==> config.mk <==
export PLATFORM = sky130hd
export DESIGN_NAME = report_frame_composer_top_flat
export DESIGN_NICKNAME = d
export VERILOG_FILES = /design/src/rtl/rfc_pkg.sv /design/src/rtl/rfc_cmd_if.sv /design/src/rtl/rfc_seg_if.sv /design/src/rtl/report_frame_composer_top.sv /design/src/flat_wrapper.sv
export SDC_FILE = /design/constraint.sdc
export NUM_CORES = 1
export LEC_CHECK = 0
export BUFFER_PORTS_ARGS = -buffer_cell sky130_fd_sc_hd__buf_2
export CAP_MARGIN = 20
export CORE_UTILIZATION = 55
export CTS_CLUSTER_SIZE = 20
export DETAILED_ROUTE_END_ITERATION = 6
export PLACE_DENSITY_LB_ADDON = 0.25
export SLEW_MARGIN = 20
export SYNTH_ARGS = -nofsm -noshare
export SYNTH_HDL_FRONTEND = slang
export SYNTH_SLANG_ARGS = --single-unit
export TNS_END_PERCENT = 50
==> constraint.sdc <==
create_clock -name clk -period 12.9 [get_ports clk]
set_clock_uncertainty 0.15 [all_clocks]
set_input_delay 2.58 -clock clk [delete_from_list [all_inputs] [get_ports clk]]
set_output_delay 2.58 -clock clk [all_outputs]
set_load 0.1 [all_outputs]
==> src/rtl/rfc_pkg.sv <==
package rfc_pkg;

  // slot pool geometry
  localparam int SLOTS_PER_TYPE = 2;
  localparam int NTYPES         = 3;
  localparam int QCW            = $clog2(SLOTS_PER_TYPE + 1);
  localparam int SIW            = (SLOTS_PER_TYPE > 1) ? $clog2(SLOTS_PER_TYPE) : 1;

  // descriptor buffer
  localparam int MAX_SEGS = 7;
  localparam int SEGW     = $clog2(MAX_SEGS + 1);

  typedef logic [QCW-1:0]            qcnt_t;
  typedef logic [SLOTS_PER_TYPE-1:0] srow_t;
  typedef logic [SIW-1:0]            sidx_t;

  // request kinds
  localparam logic [1:0] KIND_ALLOC   = 2'd0;
  localparam logic [1:0] KIND_COMMIT  = 2'd1;
  localparam logic [1:0] KIND_RELEASE = 2'd2;

  // sub-packet types
  localparam logic [1:0] TYPE_STATUS = 2'd0;
  localparam logic [1:0] TYPE_HAPTIC = 2'd1;
  localparam logic [1:0] TYPE_AUDIO  = 2'd2;

  // segment kinds
  localparam logic [2:0] SEG_GRANT   = 3'd0;
  localparam logic [2:0] SEG_REFUSED = 3'd1;
  localparam logic [2:0] SEG_HEADER  = 3'd2;
  localparam logic [2:0] SEG_STATUS  = 3'd3;
  localparam logic [2:0] SEG_SETUP   = 3'd4;
  localparam logic [2:0] SEG_HAPTIC  = 3'd5;
  localparam logic [2:0] SEG_AUDIO   = 3'd6;
  localparam logic [2:0] SEG_PAD     = 3'd7;

  // sub-packet ids
  localparam logic [7:0] HAS_LEN_BIT = 8'h80;
  localparam logic [7:0] ID_STATUS   = 8'h10 | HAS_LEN_BIT;
  localparam logic [7:0] ID_SETUP    = 8'h11 | HAS_LEN_BIT;
  localparam logic [7:0] ID_HAPTIC   = 8'h12 | HAS_LEN_BIT;
  localparam logic [7:0] ID_SPEAKER  = 8'h13 | HAS_LEN_BIT;
  localparam logic [7:0] ID_HEADSET  = 8'h16 | HAS_LEN_BIT;

  // sub-packet length bytes
  localparam logic [7:0] LEN_STATUS = 8'd63;
  localparam logic [7:0] LEN_SETUP  = 8'd7;
  localparam logic [7:0] LEN_HAPTIC = 8'd64;
  localparam logic [7:0] LEN_AUDIO  = 8'd200;

  // segment sizes including the two head bytes
  localparam logic [9:0] HEAD_BYTES  = 10'd2;
  localparam logic [9:0] CRC_BYTES   = 10'd4;
  localparam logic [9:0] SEG_B_STAT  = HEAD_BYTES + 10'(LEN_STATUS);
  localparam logic [9:0] SEG_B_SETUP = HEAD_BYTES + 10'(LEN_SETUP);
  localparam logic [9:0] SEG_B_HAPT  = HEAD_BYTES + 10'(LEN_HAPTIC);
  localparam logic [9:0] SEG_B_AUDIO = HEAD_BYTES + 10'(LEN_AUDIO);

  // frame sizing
  localparam logic [9:0] FRAME_BASE     = 10'd78;
  localparam int         FRAME_STEP     = 64;
  localparam int         FRAME_IDS      = 8;
  localparam logic [9:0] FRAME_MAX      = 10'd547;
  localparam logic [9:0] EXTRA_LIMIT    = FRAME_MAX - SEG_B_AUDIO;
  localparam logic [7:0] REPORT_ID_BASE = 8'h31;
  localparam logic [7:0] REPORT_ID_FULL = 8'h39;

  // configuration
  localparam int         CFG_IW            = 2;
  localparam int         CFG_DW            = 8;
  localparam logic [1:0] CFG_AUDIO_ACTIVE  = 2'd0;
  localparam logic [1:0] CFG_HEADSET       = 2'd1;
  localparam logic [1:0] CFG_AUDIO_BUF_LEN = 2'd2;

  typedef struct packed {
    logic [2:0] seg_kind;
    logic       slot_out;
    logic [7:0] first_byte;
    logic [7:0] second_byte;
    logic [9:0] offset;
    logic [9:0] seg_length;
    logic [9:0] frame_size;
    logic [7:0] setup_counter;
  } desc_t;

endpackage

==> src/rtl/rfc_cmd_if.sv <==
interface rfc_cmd_if import rfc_pkg::*; ();
  logic       valid;
  logic       ready;
  logic [1:0] kind;
  logic [1:0] sub_type;
  logic       slot;

  modport source (output valid, output kind, output sub_type, output slot, input ready);
  modport sink (input valid, input kind, input sub_type, input slot, output ready);
endinterface

==> src/rtl/rfc_seg_if.sv <==
interface rfc_seg_if import rfc_pkg::*; ();
  logic       valid;
  logic       ready;
  logic [2:0] seg_kind;
  logic       slot_out;
  logic [7:0] first_byte;
  logic [7:0] second_byte;
  logic [9:0] offset;
  logic [9:0] seg_length;
  logic [9:0] frame_size;
  logic [7:0] setup_counter;
  logic       last;

  modport source (
    output valid, output seg_kind, output slot_out, output first_byte, output second_byte,
    output offset, output seg_length, output frame_size, output setup_counter, output last,
    input ready
  );
  modport sink (
    input valid, input seg_kind, input slot_out, input first_byte, input second_byte,
    input offset, input seg_length, input frame_size, input setup_counter, input last,
    output ready
  );
endinterface

==> src/rtl/report_frame_composer_top.sv <==
// channel   dir  word                                 notes
// cmd       in   kind, sub_type, slot                 valid/ready, one request per word
// seg       out  descriptor fields + last             valid/ready, 0..7 words per request
// cfg       in   cfg_write, cfg_index, cfg_data       plain write, no back-pressure
//
// a request waits in the input register until the buffer is empty or its final word leaves,
// then its whole effect on the slot pool and queues is worked out in one pass and lands in a
// seven-entry descriptor buffer; the buffer drains one word per cycle while the sink is ready,
// and the drain of the descriptor buffer sets the rate
// a request producing no words retires in its processing cycle
// rst is synchronous and clears pool, queue counts, counters and flags, not stored entries
// an empty input register takes a new word while descriptors still wait on a stalled sink
module report_frame_composer_top import rfc_pkg::*; (
  input  logic              clk,
  input  logic              rst,
  rfc_cmd_if.sink           cmd,
  rfc_seg_if.source         seg,
  input  logic              cfg_write,
  input  logic [CFG_IW-1:0] cfg_index,
  input  logic [CFG_DW-1:0] cfg_data
);

  // configuration registers
  logic audio_active;
  logic headset_plugged;

  // input register
  logic       in_full;
  logic [1:0] in_kind;
  logic [1:0] in_type;
  logic       in_slot;

  // slot pool and per-type queues
  srow_t busy [NTYPES];
  srow_t qent [NTYPES];
  qcnt_t qcnt [NTYPES];
  logic [3:0] seq;
  logic [7:0] setup_cnt;

  srow_t      busy_next [NTYPES];
  srow_t      qent_next [NTYPES];
  qcnt_t      qcnt_next [NTYPES];
  logic [3:0] seq_next;
  logic [7:0] setup_cnt_next;

  // descriptor buffer, doubles as the output register
  desc_t           desc [MAX_SEGS];
  desc_t           desc_next [MAX_SEGS];
  logic [SEGW-1:0] seg_count;
  logic [SEGW-1:0] seg_count_next;
  logic [SEGW-1:0] seg_idx;

  logic seg_take;
  logic seg_is_last;
  logic process;

  // read entry i of a queue row, zero past the end
  function automatic logic ent(srow_t row, int i);
    logic r;
    r = 1'b0;
    if (i < SLOTS_PER_TYPE) r = row[sidx_t'(i)];
    return r;
  endfunction

  // drop k entries from the head of a queue row
  function automatic srow_t pop_row(srow_t row, int k);
    srow_t r;
    r = row;
    for (int i = 0; i < SLOTS_PER_TYPE; i++) begin
      if (i + k < SLOTS_PER_TYPE) r[sidx_t'(i)] = row[sidx_t'(i + k)];
    end
    return r;
  endfunction

  // ---------------------------------------------------------------------------------------
  // handshakes
  // ---------------------------------------------------------------------------------------
  assign seg_is_last = (seg_idx == seg_count - 1'b1);
  assign seg_take    = seg.valid && seg.ready;
  // the request is worked once the buffer is empty or its final word leaves now
  assign process     = in_full && ((seg_count == '0) || (seg_take && seg_is_last));
  assign cmd.ready   = !in_full || process;

  assign seg.valid         = (seg_count != '0);
  assign seg.seg_kind      = desc[seg_idx].seg_kind;
  assign seg.slot_out      = desc[seg_idx].slot_out;
  assign seg.first_byte    = desc[seg_idx].first_byte;
  assign seg.second_byte   = desc[seg_idx].second_byte;
  assign seg.offset        = desc[seg_idx].offset;
  assign seg.seg_length    = desc[seg_idx].seg_length;
  assign seg.frame_size    = desc[seg_idx].frame_size;
  assign seg.setup_counter = desc[seg_idx].setup_counter;
  assign seg.last          = seg_is_last;

  // ---------------------------------------------------------------------------------------
  // single pass over one request
  // ---------------------------------------------------------------------------------------
  always_comb begin
    logic            found;
    sidx_t           gslot;
    qcnt_t           h;
    qcnt_t           a;
    qcnt_t           st;
    logic [1:0]      nh;
    logic [1:0]      na;
    logic            ns;
    logic            due;
    logic            frame;
    logic            has_sub;
    logic            done_k;
    logic [9:0]      size;
    logic [9:0]      fs;
    logic [9:0]      off;
    logic [7:0]      rid;
    logic [1:0]      hslot;
    logic [1:0]      aslot;
    logic            sslot;
    logic [SEGW-1:0] n;

    for (int t = 0; t < NTYPES; t++) begin
      busy_next[t] = busy[t];
      qent_next[t] = qent[t];
      qcnt_next[t] = qcnt[t];
    end
    seq_next       = seq;
    setup_cnt_next = setup_cnt;
    for (int i = 0; i < MAX_SEGS; i++) desc_next[i] = '0;
    n       = '0;
    found   = 1'b0;
    gslot   = '0;
    h       = '0;
    a       = '0;
    st      = '0;
    nh      = '0;
    na      = '0;
    ns      = 1'b0;
    due     = 1'b0;
    frame   = 1'b0;
    has_sub = 1'b0;
    done_k  = 1'b0;
    size    = '0;
    fs      = FRAME_MAX;
    off     = '0;
    rid     = REPORT_ID_FULL;
    hslot   = '0;
    aslot   = '0;
    sslot   = 1'b0;

    unique case (in_kind)
      KIND_ALLOC: begin
        if (int'(in_type) < NTYPES) begin
          for (int i = 0; i < SLOTS_PER_TYPE; i++) begin
            if (!found && !busy_next[in_type][sidx_t'(i)]) begin
              found = 1'b1;
              gslot = sidx_t'(i);
            end
          end
          // pool exhausted: flush the type's queue, then retry
          if (!found) begin
            for (int i = 0; i < SLOTS_PER_TYPE; i++) begin
              if (QCW'(i) < qcnt_next[in_type]) begin
                busy_next[in_type][sidx_t'(ent(qent_next[in_type], i))] = 1'b0;
              end
            end
            qcnt_next[in_type] = '0;
            for (int i = 0; i < SLOTS_PER_TYPE; i++) begin
              if (!found && !busy_next[in_type][sidx_t'(i)]) begin
                found = 1'b1;
                gslot = sidx_t'(i);
              end
            end
          end
          if (found) busy_next[in_type][gslot] = 1'b1;
        end
        desc_next[0].seg_kind = found ? SEG_GRANT : SEG_REFUSED;
        desc_next[0].slot_out = found ? 1'(gslot) : 1'b0;
        n = SEGW'(1);
      end
      KIND_COMMIT: begin
        if (int'(in_type) < NTYPES && int'(in_slot) < SLOTS_PER_TYPE) begin
          // push, dropped when full
          if (int'(qcnt_next[in_type]) < SLOTS_PER_TYPE) begin
            qent_next[in_type][qcnt_next[in_type][SIW-1:0]] = in_slot;
            qcnt_next[in_type] = qcnt_next[in_type] + 1'b1;
          end

          h  = qcnt_next[TYPE_HAPTIC];
          a  = qcnt_next[TYPE_AUDIO];
          st = qcnt_next[TYPE_STATUS];
          if (audio_active) due = (h != '0 && a != '0) || (h > QCW'(1)) || (a > QCW'(1));
          else              due = (h != '0) || (a != '0) || (st != '0);

          if (due) begin
            nh = (h > QCW'(1)) ? 2'd2 : 2'(h);
            if (a != '0) begin
              na = 2'd1;
              if (nh == 2'd0 && a > QCW'(1)) na = 2'd2;
            end
            size    = 10'(nh) * SEG_B_HAPT + 10'(na) * SEG_B_AUDIO;
            has_sub = (size != '0);
            if (has_sub) size = size + SEG_B_SETUP;
            if (!(audio_active && !has_sub)) begin
              ns   = (st != '0);
              size = size + (ns ? SEG_B_STAT : 10'd0);
              if (size != '0) begin
                frame = 1'b1;
                size  = size + HEAD_BYTES + CRC_BYTES;
                // room left for one more audio sub-packet
                if (size < EXTRA_LIMIT && na < 2'd2 && int'(a) > int'(na)) begin
                  na   = na + 2'd1;
                  size = size + SEG_B_AUDIO;
                end
              end
            end
          end

          if (frame) begin
            hslot = {ent(qent_next[TYPE_HAPTIC], 1), ent(qent_next[TYPE_HAPTIC], 0)};
            aslot = {ent(qent_next[TYPE_AUDIO], 1), ent(qent_next[TYPE_AUDIO], 0)};
            sslot = ent(qent_next[TYPE_STATUS], 0);

            for (int k = 0; k < FRAME_IDS; k++) begin
              if (!done_k && size <= FRAME_BASE + 10'(FRAME_STEP * k)) begin
                done_k = 1'b1;
                fs     = FRAME_BASE + 10'(FRAME_STEP * k);
                rid    = REPORT_ID_BASE + 8'(k);
              end
            end

            desc_next[n] = '{SEG_HEADER, 1'b0, rid, {seq, 4'b0000}, 10'd0, HEAD_BYTES, fs,
                             8'd0};
            n        = n + 1'b1;
            seq_next = seq + 1'b1;
            off      = HEAD_BYTES;
            if (ns) begin
              desc_next[n] = '{SEG_STATUS, sslot, ID_STATUS, LEN_STATUS, off, SEG_B_STAT, fs,
                               8'd0};
              n   = n + 1'b1;
              off = off + SEG_B_STAT;
            end
            if (nh != 2'd0 || na != 2'd0) begin
              desc_next[n] = '{SEG_SETUP, 1'b0, ID_SETUP, LEN_SETUP, off, SEG_B_SETUP, fs,
                               setup_cnt};
              n              = n + 1'b1;
              setup_cnt_next = setup_cnt + 1'b1;
              off            = off + SEG_B_SETUP;
            end
            for (int j = 0; j < 2; j++) begin
              if (2'(j) < nh) begin
                desc_next[n] = '{SEG_HAPTIC, hslot[j], ID_HAPTIC, LEN_HAPTIC, off, SEG_B_HAPT,
                                 fs, 8'd0};
                n   = n + 1'b1;
                off = off + SEG_B_HAPT;
                busy_next[TYPE_HAPTIC][sidx_t'(hslot[j])] = 1'b0;
              end
            end
            for (int j = 0; j < 2; j++) begin
              if (2'(j) < na) begin
                desc_next[n] = '{SEG_AUDIO, aslot[j],
                                 headset_plugged ? ID_HEADSET : ID_SPEAKER, LEN_AUDIO, off,
                                 SEG_B_AUDIO, fs, 8'd0};
                n   = n + 1'b1;
                off = off + SEG_B_AUDIO;
                busy_next[TYPE_AUDIO][sidx_t'(aslot[j])] = 1'b0;
              end
            end
            desc_next[n] = '{SEG_PAD, 1'b0, 8'd0, 8'd0, off, (off < fs) ? fs - off : 10'd0,
                             fs, 8'd0};
            n = n + 1'b1;
            if (ns) busy_next[TYPE_STATUS][sidx_t'(sslot)] = 1'b0;

            // retire popped entries
            qent_next[TYPE_HAPTIC] = pop_row(qent_next[TYPE_HAPTIC], int'(nh));
            qent_next[TYPE_AUDIO]  = pop_row(qent_next[TYPE_AUDIO], int'(na));
            qent_next[TYPE_STATUS] = pop_row(qent_next[TYPE_STATUS], int'(ns));
            qcnt_next[TYPE_HAPTIC] = qcnt_next[TYPE_HAPTIC] - QCW'(nh);
            qcnt_next[TYPE_AUDIO]  = qcnt_next[TYPE_AUDIO] - QCW'(na);
            qcnt_next[TYPE_STATUS] = qcnt_next[TYPE_STATUS] - QCW'(ns);
          end
        end
      end
      KIND_RELEASE: begin
        if (int'(in_type) < NTYPES && int'(in_slot) < SLOTS_PER_TYPE) begin
          busy_next[in_type][sidx_t'(in_slot)] = 1'b0;
        end
      end
      default: begin
        // unused kind code, no effect
      end
    endcase
    seg_count_next = n;
  end

  // ---------------------------------------------------------------------------------------
  // registers
  // ---------------------------------------------------------------------------------------
  always_ff @(posedge clk) begin
    if (rst) begin
      audio_active    <= 1'b0;
      headset_plugged <= 1'b0;
    end else if (cfg_write) begin
      unique case (cfg_index)
        CFG_AUDIO_ACTIVE:  audio_active    <= cfg_data[0];
        CFG_HEADSET:       headset_plugged <= cfg_data[0];
        CFG_AUDIO_BUF_LEN: begin
          // setup content byte, consumed by the payload path only
        end
        default: begin
          // no register here
        end
      endcase
    end
  end

  always_ff @(posedge clk) begin
    if (cmd.valid && cmd.ready) begin
      in_kind <= cmd.kind;
      in_type <= cmd.sub_type;
      in_slot <= cmd.slot;
    end
    if (process) desc <= desc_next;
  end

  always_ff @(posedge clk) begin
    if (rst) begin
      in_full   <= 1'b0;
      seg_count <= '0;
      seg_idx   <= '0;
      seq       <= '0;
      setup_cnt <= '0;
      for (int t = 0; t < NTYPES; t++) begin
        busy[t] <= '0;
        qcnt[t] <= '0;
      end
    end else begin
      if (cmd.valid && cmd.ready) in_full <= 1'b1;
      else if (process)           in_full <= 1'b0;

      if (process) begin
        seg_count <= seg_count_next;
        seg_idx   <= '0;
        seq       <= seq_next;
        setup_cnt <= setup_cnt_next;
        busy      <= busy_next;
        qcnt      <= qcnt_next;
      end else if (seg_take) begin
        if (seg_is_last) begin
          seg_count <= '0;
          seg_idx   <= '0;
        end else begin
          seg_idx <= seg_idx + 1'b1;
        end
      end
    end
  end

  // queue entries carry no reset, only entries below the count are ever read
  always_ff @(posedge clk) begin
    if (process) qent <= qent_next;
  end

  // ---------------------------------------------------------------------------------------
  // checks
  // ---------------------------------------------------------------------------------------
  a_idx_in_range : assert property (@(posedge clk) disable iff (rst)
    seg.valid |-> seg_idx < seg_count)
    else $error("descriptor index past buffer fill");

  a_queue_bound : assert property (@(posedge clk) disable iff (rst)
    int'(qcnt[TYPE_STATUS]) <= SLOTS_PER_TYPE && int'(qcnt[TYPE_HAPTIC]) <= SLOTS_PER_TYPE &&
    int'(qcnt[TYPE_AUDIO]) <= SLOTS_PER_TYPE)
    else $error("queue count beyond slot count");

  a_pad_is_last : assert property (@(posedge clk) disable iff (rst)
    seg.valid && seg.seg_kind == SEG_PAD |-> seg.last)
    else $error("pad segment not final word");

  a_stall_holds : assert property (@(posedge clk) disable iff (rst)
    seg.valid && !seg.ready |=> seg.valid && $stable(seg_idx))
    else $error("descriptor moved under stall");

  a_header_first : assert property (@(posedge clk) disable iff (rst)
    seg.valid && seg_idx != '0 |-> desc[0].seg_kind == SEG_HEADER)
    else $error("multi-word burst without leading header");

endmodule
==> src/flat_wrapper.sv <==
// flat-port wrapper written by rule: the top's interface ports become plain ports
module report_frame_composer_top_flat import rfc_pkg::*;
  (clk, rst, cfg_write, cfg_index, cfg_data, cmd_valid, cmd_kind, cmd_sub_type, cmd_slot, cmd_ready, seg_valid, seg_seg_kind, seg_slot_out, seg_first_byte, seg_second_byte, seg_offset, seg_seg_length, seg_frame_size, seg_setup_counter, seg_last, seg_ready);
  rfc_cmd_if cmd_i ();
  rfc_seg_if seg_i ();
  input  logic clk;
  input  logic rst;
  input  logic cfg_write;
  input  logic [CFG_IW-1:0] cfg_index;
  input  logic [CFG_DW-1:0] cfg_data;
  input wire logic [$bits(cmd_i.valid)-1:0] cmd_valid;
  input wire logic [$bits(cmd_i.kind)-1:0] cmd_kind;
  input wire logic [$bits(cmd_i.sub_type)-1:0] cmd_sub_type;
  input wire logic [$bits(cmd_i.slot)-1:0] cmd_slot;
  output wire logic [$bits(cmd_i.ready)-1:0] cmd_ready;
  output wire logic [$bits(seg_i.valid)-1:0] seg_valid;
  output wire logic [$bits(seg_i.seg_kind)-1:0] seg_seg_kind;
  output wire logic [$bits(seg_i.slot_out)-1:0] seg_slot_out;
  output wire logic [$bits(seg_i.first_byte)-1:0] seg_first_byte;
  output wire logic [$bits(seg_i.second_byte)-1:0] seg_second_byte;
  output wire logic [$bits(seg_i.offset)-1:0] seg_offset;
  output wire logic [$bits(seg_i.seg_length)-1:0] seg_seg_length;
  output wire logic [$bits(seg_i.frame_size)-1:0] seg_frame_size;
  output wire logic [$bits(seg_i.setup_counter)-1:0] seg_setup_counter;
  output wire logic [$bits(seg_i.last)-1:0] seg_last;
  input wire logic [$bits(seg_i.ready)-1:0] seg_ready;
  assign cmd_i.valid = cmd_valid;
  assign cmd_i.kind = cmd_kind;
  assign cmd_i.sub_type = cmd_sub_type;
  assign cmd_i.slot = cmd_slot;
  assign cmd_ready = cmd_i.ready;
  assign seg_valid = seg_i.valid;
  assign seg_seg_kind = seg_i.seg_kind;
  assign seg_slot_out = seg_i.slot_out;
  assign seg_first_byte = seg_i.first_byte;
  assign seg_second_byte = seg_i.second_byte;
  assign seg_offset = seg_i.offset;
  assign seg_seg_length = seg_i.seg_length;
  assign seg_frame_size = seg_i.frame_size;
  assign seg_setup_counter = seg_i.setup_counter;
  assign seg_last = seg_i.last;
  assign seg_i.ready = seg_ready;
  report_frame_composer_top u_core (.clk(clk), .rst(rst), .cmd(cmd_i), .seg(seg_i), .cfg_write(cfg_write), .cfg_index(cfg_index), .cfg_data(cfg_data));
endmodule
Word-level counts from Yosys, hierarchy flattened --
Index checks and enable logic that the tools add are counted.
Operators by class: multiply operators 2, mux-type cells 345, reductions and logical operators 86, bitwise gates (word level) 27, add/sub/neg operators 30, $lt $le $gt $ge 69, equality and inequality tests 10
Operators with widths (count):
- 406-bit two-way mux | 22
- 406-bit bitwise mux | 6
- 58-bit demux with 3-bit select | 6
- 58-bit two-way mux | 11
- 10-bit two-way mux | 45
- 58-bit binary-select mux with 3-bit select | 1
- 6-bit two-way mux | 25
- 1-bit two-way mux | 118
- 32-bit by 3-bit < comparator with 1-bit output, second input constant | 3
- 3-bit two-way mux | 30
- 2-bit two-way mux | 41
- 57-bit two-way mux | 1
- 10-bit by 9-bit <= comparator with 1-bit output, second input constant | 4
- 1-bit logical AND | 36
- 1-bit by 2-bit < comparator with 1-bit output, second input constant | 17
- 4-bit two-way mux | 8
- 10-bit by 8-bit adder with 10-bit output, second input constant | 3
- 4-bit greater-or-equal comparator, second input constant | 7
- 3-bit NOT with 4-bit output | 7
- 6-bit bitwise AND | 4
- 2-bit demux with 2-bit select | 6
- 4-bit by 1-bit < comparator with 1-bit output, second input constant | 6
- 8-bit two-way mux | 3
- 6-bit NOT | 4
- 61 further kinds | 155
Word-level totals: logic and storage cells 644, input port bits 20, flip-flop bits (word level) 450

Logic depth before layout (Yosys ltp) --
depth in word-level cells 118, mapped depth 63

Worst setup path after synthesis --
OpenSTA, ideal clock, no wires.
path type register -> register, from register u_core.in_type[0], to register u_core.desc[253] (netlist bit) (data pin), stages on the path, launching flop included 62, setup slack -0.562 ns, required time 12.583 ns, setup time 0.167 ns, period minus slack after synthesis 13.462 ns, arrival 13.145 ns, path buffers 9, cells stage by stage edfxtp_1 -> buf_4 -> clkbuf_1 -> mux2i_1 -> nor2_1 -> a21oi_1 -> ha_1 -> a21oi_1 -> inv_1 -> clkbuf_1 -> clkbuf_1 -> buf_1 -> ha_1 -> a21o_1 -> or3_1 -> o211ai_4 -> ha_1 -> nand3b_1 -> [... 26 more ...] -> ha_1 -> o21ai_0 -> nand3_1 -> o21a_1 -> a21oi_1 -> xnor2_1 -> nor2_2 -> a211oi_1 -> o21ai_2 -> a21boi_0 -> ha_1 -> and4_1 -> o2111ai_1 -> o211ai_1 -> o31a_1 -> buf_4 -> nand2_1 -> a221oi_2
On the way: cells in the longest elaborated chain, start to end 87, elaborated cells on any way between the ends 276, those cells by class 19 x add/sub; 2 x mul; 34 x order compare; 173 x mux; 7 x bitwise; 41 x reduce/logical
RTL lines:
- from (decl) | RTL line report_frame_composer_top.sv:30 | logic [1:0] in_type;
- from (signal assigned) | RTL line report_frame_composer_top.sv:318 | in_type <= cmd.sub_type;
- branches (longest 87 deep; another with 2-bit by 1-bit adder with 2-bit output)
- to (signal assigned) | RTL line report_frame_composer_top.sv:321 | if (process) desc <= desc_next;
- to (decl) | RTL line report_frame_composer_top.sv:47 | desc_t desc [MAX_SEGS];
Parallel ways; which one is timed is not known. The select of a mux whose other input is x is not followed. A chain may end at the register's enable or synchronous reset.

Worst setup path after layout --
from register u_core.in_type[0], to register u_core.desc[250] (netlist bit) (data pin)
The elaborated chain is that of the path after synthesis.

==> results.txt <==
Status = finished, violations left
Failing checks = DRC
Yosys cell types = 102
Port bufs = 71
Critical Path Fanout Max = 9
Setup TNS = 0 ns
First-pass GRT wire length = 99790 µm
CTS tree = built
Final core utilization = 0.6250
TritonCTS Sinks = 314
Number of synthesis warnings = 0
Crit share post-route = 0.9483
Hold buffer count at cts = 0
Number of synthesized register bits = 314
Initial core utilization = 0.5623
Flop pwr share = 0.411
Nets = 2212
Setup CP Type = flop to flop
Residual DRC = 7
Total GRT Usage = 0.3624
Leak pwr = 7.881 nW
Worst-Margin Slew = 1.196 ns
Initial antenna violation count = 0
Row cnt = 69
Share of the synthesized area in the top cell type = 0.4199
Die Width = 193.2 µm
Post-Route WL = 67760 µm
MaxCap Viol Count = 0
Slew headroom = 0.2029
Layout cells sized above 1 = 0.1467
Routed len/inst = 25.77 µm
CP peak stage delay = 0.49 ns
Pwr/cell area = 129.2 nW/µm²
First DRT Iteration DRCs = 1968
Area Overhead vs Synth = 11.16%
P_sw = 938.2 µW
Skew-Pair Late Insertion Delay = 0.57 ns
CP Launch Type = flop
CP required = 13.11 ns
Core Region = 35740 µm²
Worst Hold Class = flop to flop
Via/cell ratio = 6.693
CTS Buf Count = 36
Worst Path Arrival = 12.44 ns
Crit path top cell by count = ha_1
Critical Path Slowest Stage Cell = edfxtp_1
Worst-path clk slew = 0.06 ns
Post-synthesis sequential area ratio = 0.4527
Dpl hpwl = 47170 µm
Via Count = 17596
Clk buf depth = 3
Setup violators final = 0
Cell taking the most area after synthesis = edfxtp_1
Most used flip-flop cell after synthesis = edfxtp_1
Synthesized area = 20100 µm²
Total power = 2.885 mW
Tmin final = 12.23 ns
Worst VDD drop = 116.6 µV
Syn Area/Cell = 9.588 µm²
Antenna viol nets, final = 0
Synth area leaders = edfxtp_1 (42%), nor2_1 (5.6%), a21oi_1 (5.0%)
Crit end category = flop
# diodes = 0
Slew Limit Fails = 0
Sw frac = 0.3252
# IOs = 81
Combinational group share of total power = 0.229
Die footprint = 37310 µm²
Die H = 193.2 µm
Root Driver = clkbuf_16
F_max = 81.75 MHz
Largest net degree at the start of global routing = 139
P_int = 1.947 mW
FFs w/ async S/R, synth = 0
H-tree depth = 2
EDFF count, synth = 281
Vias in the first global route = 16154
GRT overflow = 0
Power share of the clock group = 0.360
Synth Instances = 2096
Final hold violations = 0
1st-pass router iterations = 7
Gpl congestion = 1.026
-- layer usage --
layer | GRT usage | vias to the layer above | part of all wire
met5 | 0 | - | 0
met4 | 0.1944 | 0 | 0.054
met3 | 0.05086 | 194 | 0.094
met2 | 0.5705 | 1031 | 0.46
met1 | 0.4855 | 8487 | 0.39
li1 | - | 7884 | -
-- power by group through the flow --
stage	Combinational, mW	Clock (mW)	Sequential [mW]
2_1_floorplan	0.447	0	1.21
3_3_place_gp	0.622	0	1.20
3_5_place_dp	0.630	0	1.21
4_1_cts	0.634	1.04	1.19
5_1_grt	0.700	1.08	1.19
6_report	0.662	1.04	1.19
-- synthesized netlist by cell type, drive strengths merged (8+ instances only) --
| cell | instances |
|---|---|
| a21oi | 202 |
| inv | 74 |
| nor2 | 304 |
| o31ai | 12 |
| a221oi | 10 |
| nor2b | 14 |
| a22oi | 20 |
| and3 | 17 |
| dfxtp | 33 |
| nand3b | 9 |
| o211ai | 21 |
| nand2 | 159 |
| xor2 | 27 |
| mux4 | 35 |
| xnor2 | 47 |
| o21a | 20 |
| o21ai | 131 |
| o22ai | 49 |
| nand4 | 10 |
| and2 | 37 |
| nand3 | 38 |
| o32ai | 8 |
| or3 | 13 |
| edfxtp | 281 |
| nor4 | 11 |
| mux2i | 63 |
| a211oi | 15 |
| a21o | 14 |
| a31oi | 21 |
| mux2 | 10 |
| buf | 41 |
| a2bb2oi | 8 |
| nor3 | 77 |
| nand2b | 25 |
| clkbuf | 97 |
| ha | 47 |
-- layout make-up --
class	count	area, µm²
timing repair buffer	146	918.4
sequential	314	9111
multi-input combinational	1567	10250
fill	3014	13400
tap	461	576.8
inverter	78	300.3
clock buffer	48	1028
clock inverter	15	155.1
-- registers in the layout, summed over array words and instances, names as in the netlist --
name,cells
u_core.desc,270
u_core.setup_cnt,8
u_core.busy,6
u_core.qcnt,6
u_core.qent,6
u_core.seq,4
u_core.seg_count,3
u_core.seg_idx,3
u_core.in_kind,2
u_core.in_type,2
u_core.audio_active,1
u_core.headset_plugged,1
u_core.in_full,1
u_core.in_slot,1
-- critical path, delay by kind of cell (launching register included) --
kind / cells / cell delay (ns)
AND/OR/NAND/NOR: 16 / 3.20
flip-flops: 1 / 0.49
XOR/XNOR: 1 / 0.23
buffers and inverters: 7 / 0.74
multiplexers: 1 / 0.11
adder cells (fa/ha/maj): 10 / 2.78
AO/OA/AOI/OAI: 21 / 4.34
-- per-stage QoR --
step                instance area, µm²  instances  hold WS (ns)  worst slack, ns
floorplan                        20130       2097        0.3058          0.08332
global placement                 21070       2564        0.3185           0.4057
detailed placement               21070       2564        0.3206           0.1629
CTS                              22250       2627        0.3292          0.08113
global route                     22340       2629        0.3553         -0.02379
finish                           22340       2629        0.3289           0.6672
-- logic make-up after synthesis --
family,after synthesis,synth area share
compound gates,594,0.1909
xor+xnor,74,0.03412
fa+ha+maj,49,0.03125
buf+inv,216,0.04339
flops,314,0.4527
mux,108,0.07639
other cells,1,0.0001866
simple gates,740,0.1710
-- placed cells by master (no fill, tap or decap), types with 10 or more instances in the layout --
master | Yosys | routed
edfxtp_1 | 281 | 281
nor2b_1 | 14 | 13
nor3_1 | 76 | 75
dfxtp_1 | 33 | 29
ha_1 | 47 | 46
a211oi_1 | 13 | 12
nand2b_1 | 25 | 23
nand3_1 | 38 | 37
clkbuf_16 | 0 | 38
or3_1 | 13 | 13
a22oi_1 | 20 | 20
a21o_1 | 14 | 14
inv_1 | 68 | 68
o21a_1 | 20 | 20
o21ai_1 | 18 | 21
a31oi_1 | 20 | 20
o211ai_1 | 19 | 19
nand4_1 | 10 | 10
a21oi_1 | 202 | 198
mux4_2 | 35 | 35
mux2i_1 | 63 | 63
o22ai_1 | 47 | 46
buf_4 | 9 | 75
and3_1 | 17 | 17
buf_2 | 16 | 71
o21ai_0 | 108 | 105
nor2_1 | 301 | 299
nand2_1 | 159 | 153
and2_1 | 36 | 36
xnor2_1 | 43 | 43
xor2_1 | 26 | 26
-- final timing paths --
kind | cells after the start | from | slack (ns) | endpoint
worst max-delay path | 56 | u_core.in_type[0]$_DFFE_PP_ | 0.67 | u_core.desc[250]$_SDFFCE_PN0P_
worst min-delay path | 2 | u_core.seg_count[0]$_SDFFE_PP0P_ | 0.33 | u_core.seg_count[0]$_SDFFE_PP0P_
worst max register to register | 56 | u_core.in_type[0]$_DFFE_PP_ | 0.67 | u_core.desc[250]$_SDFFCE_PN0P_
worst min register to register | 2 | u_core.seg_count[0]$_SDFFE_PP0P_ | 0.33 | u_core.seg_count[0]$_SDFFE_PP0P_
-- what timing repair did --
| action | CTS | global route |
|---|---|---|
| buffers inserted | 0 | 2 |
| setup endpoints to repair | 0 | 82 |
| gates resized for setup | 0 | 22 |
No activity file was read; power rests on OpenSTA's default activity.
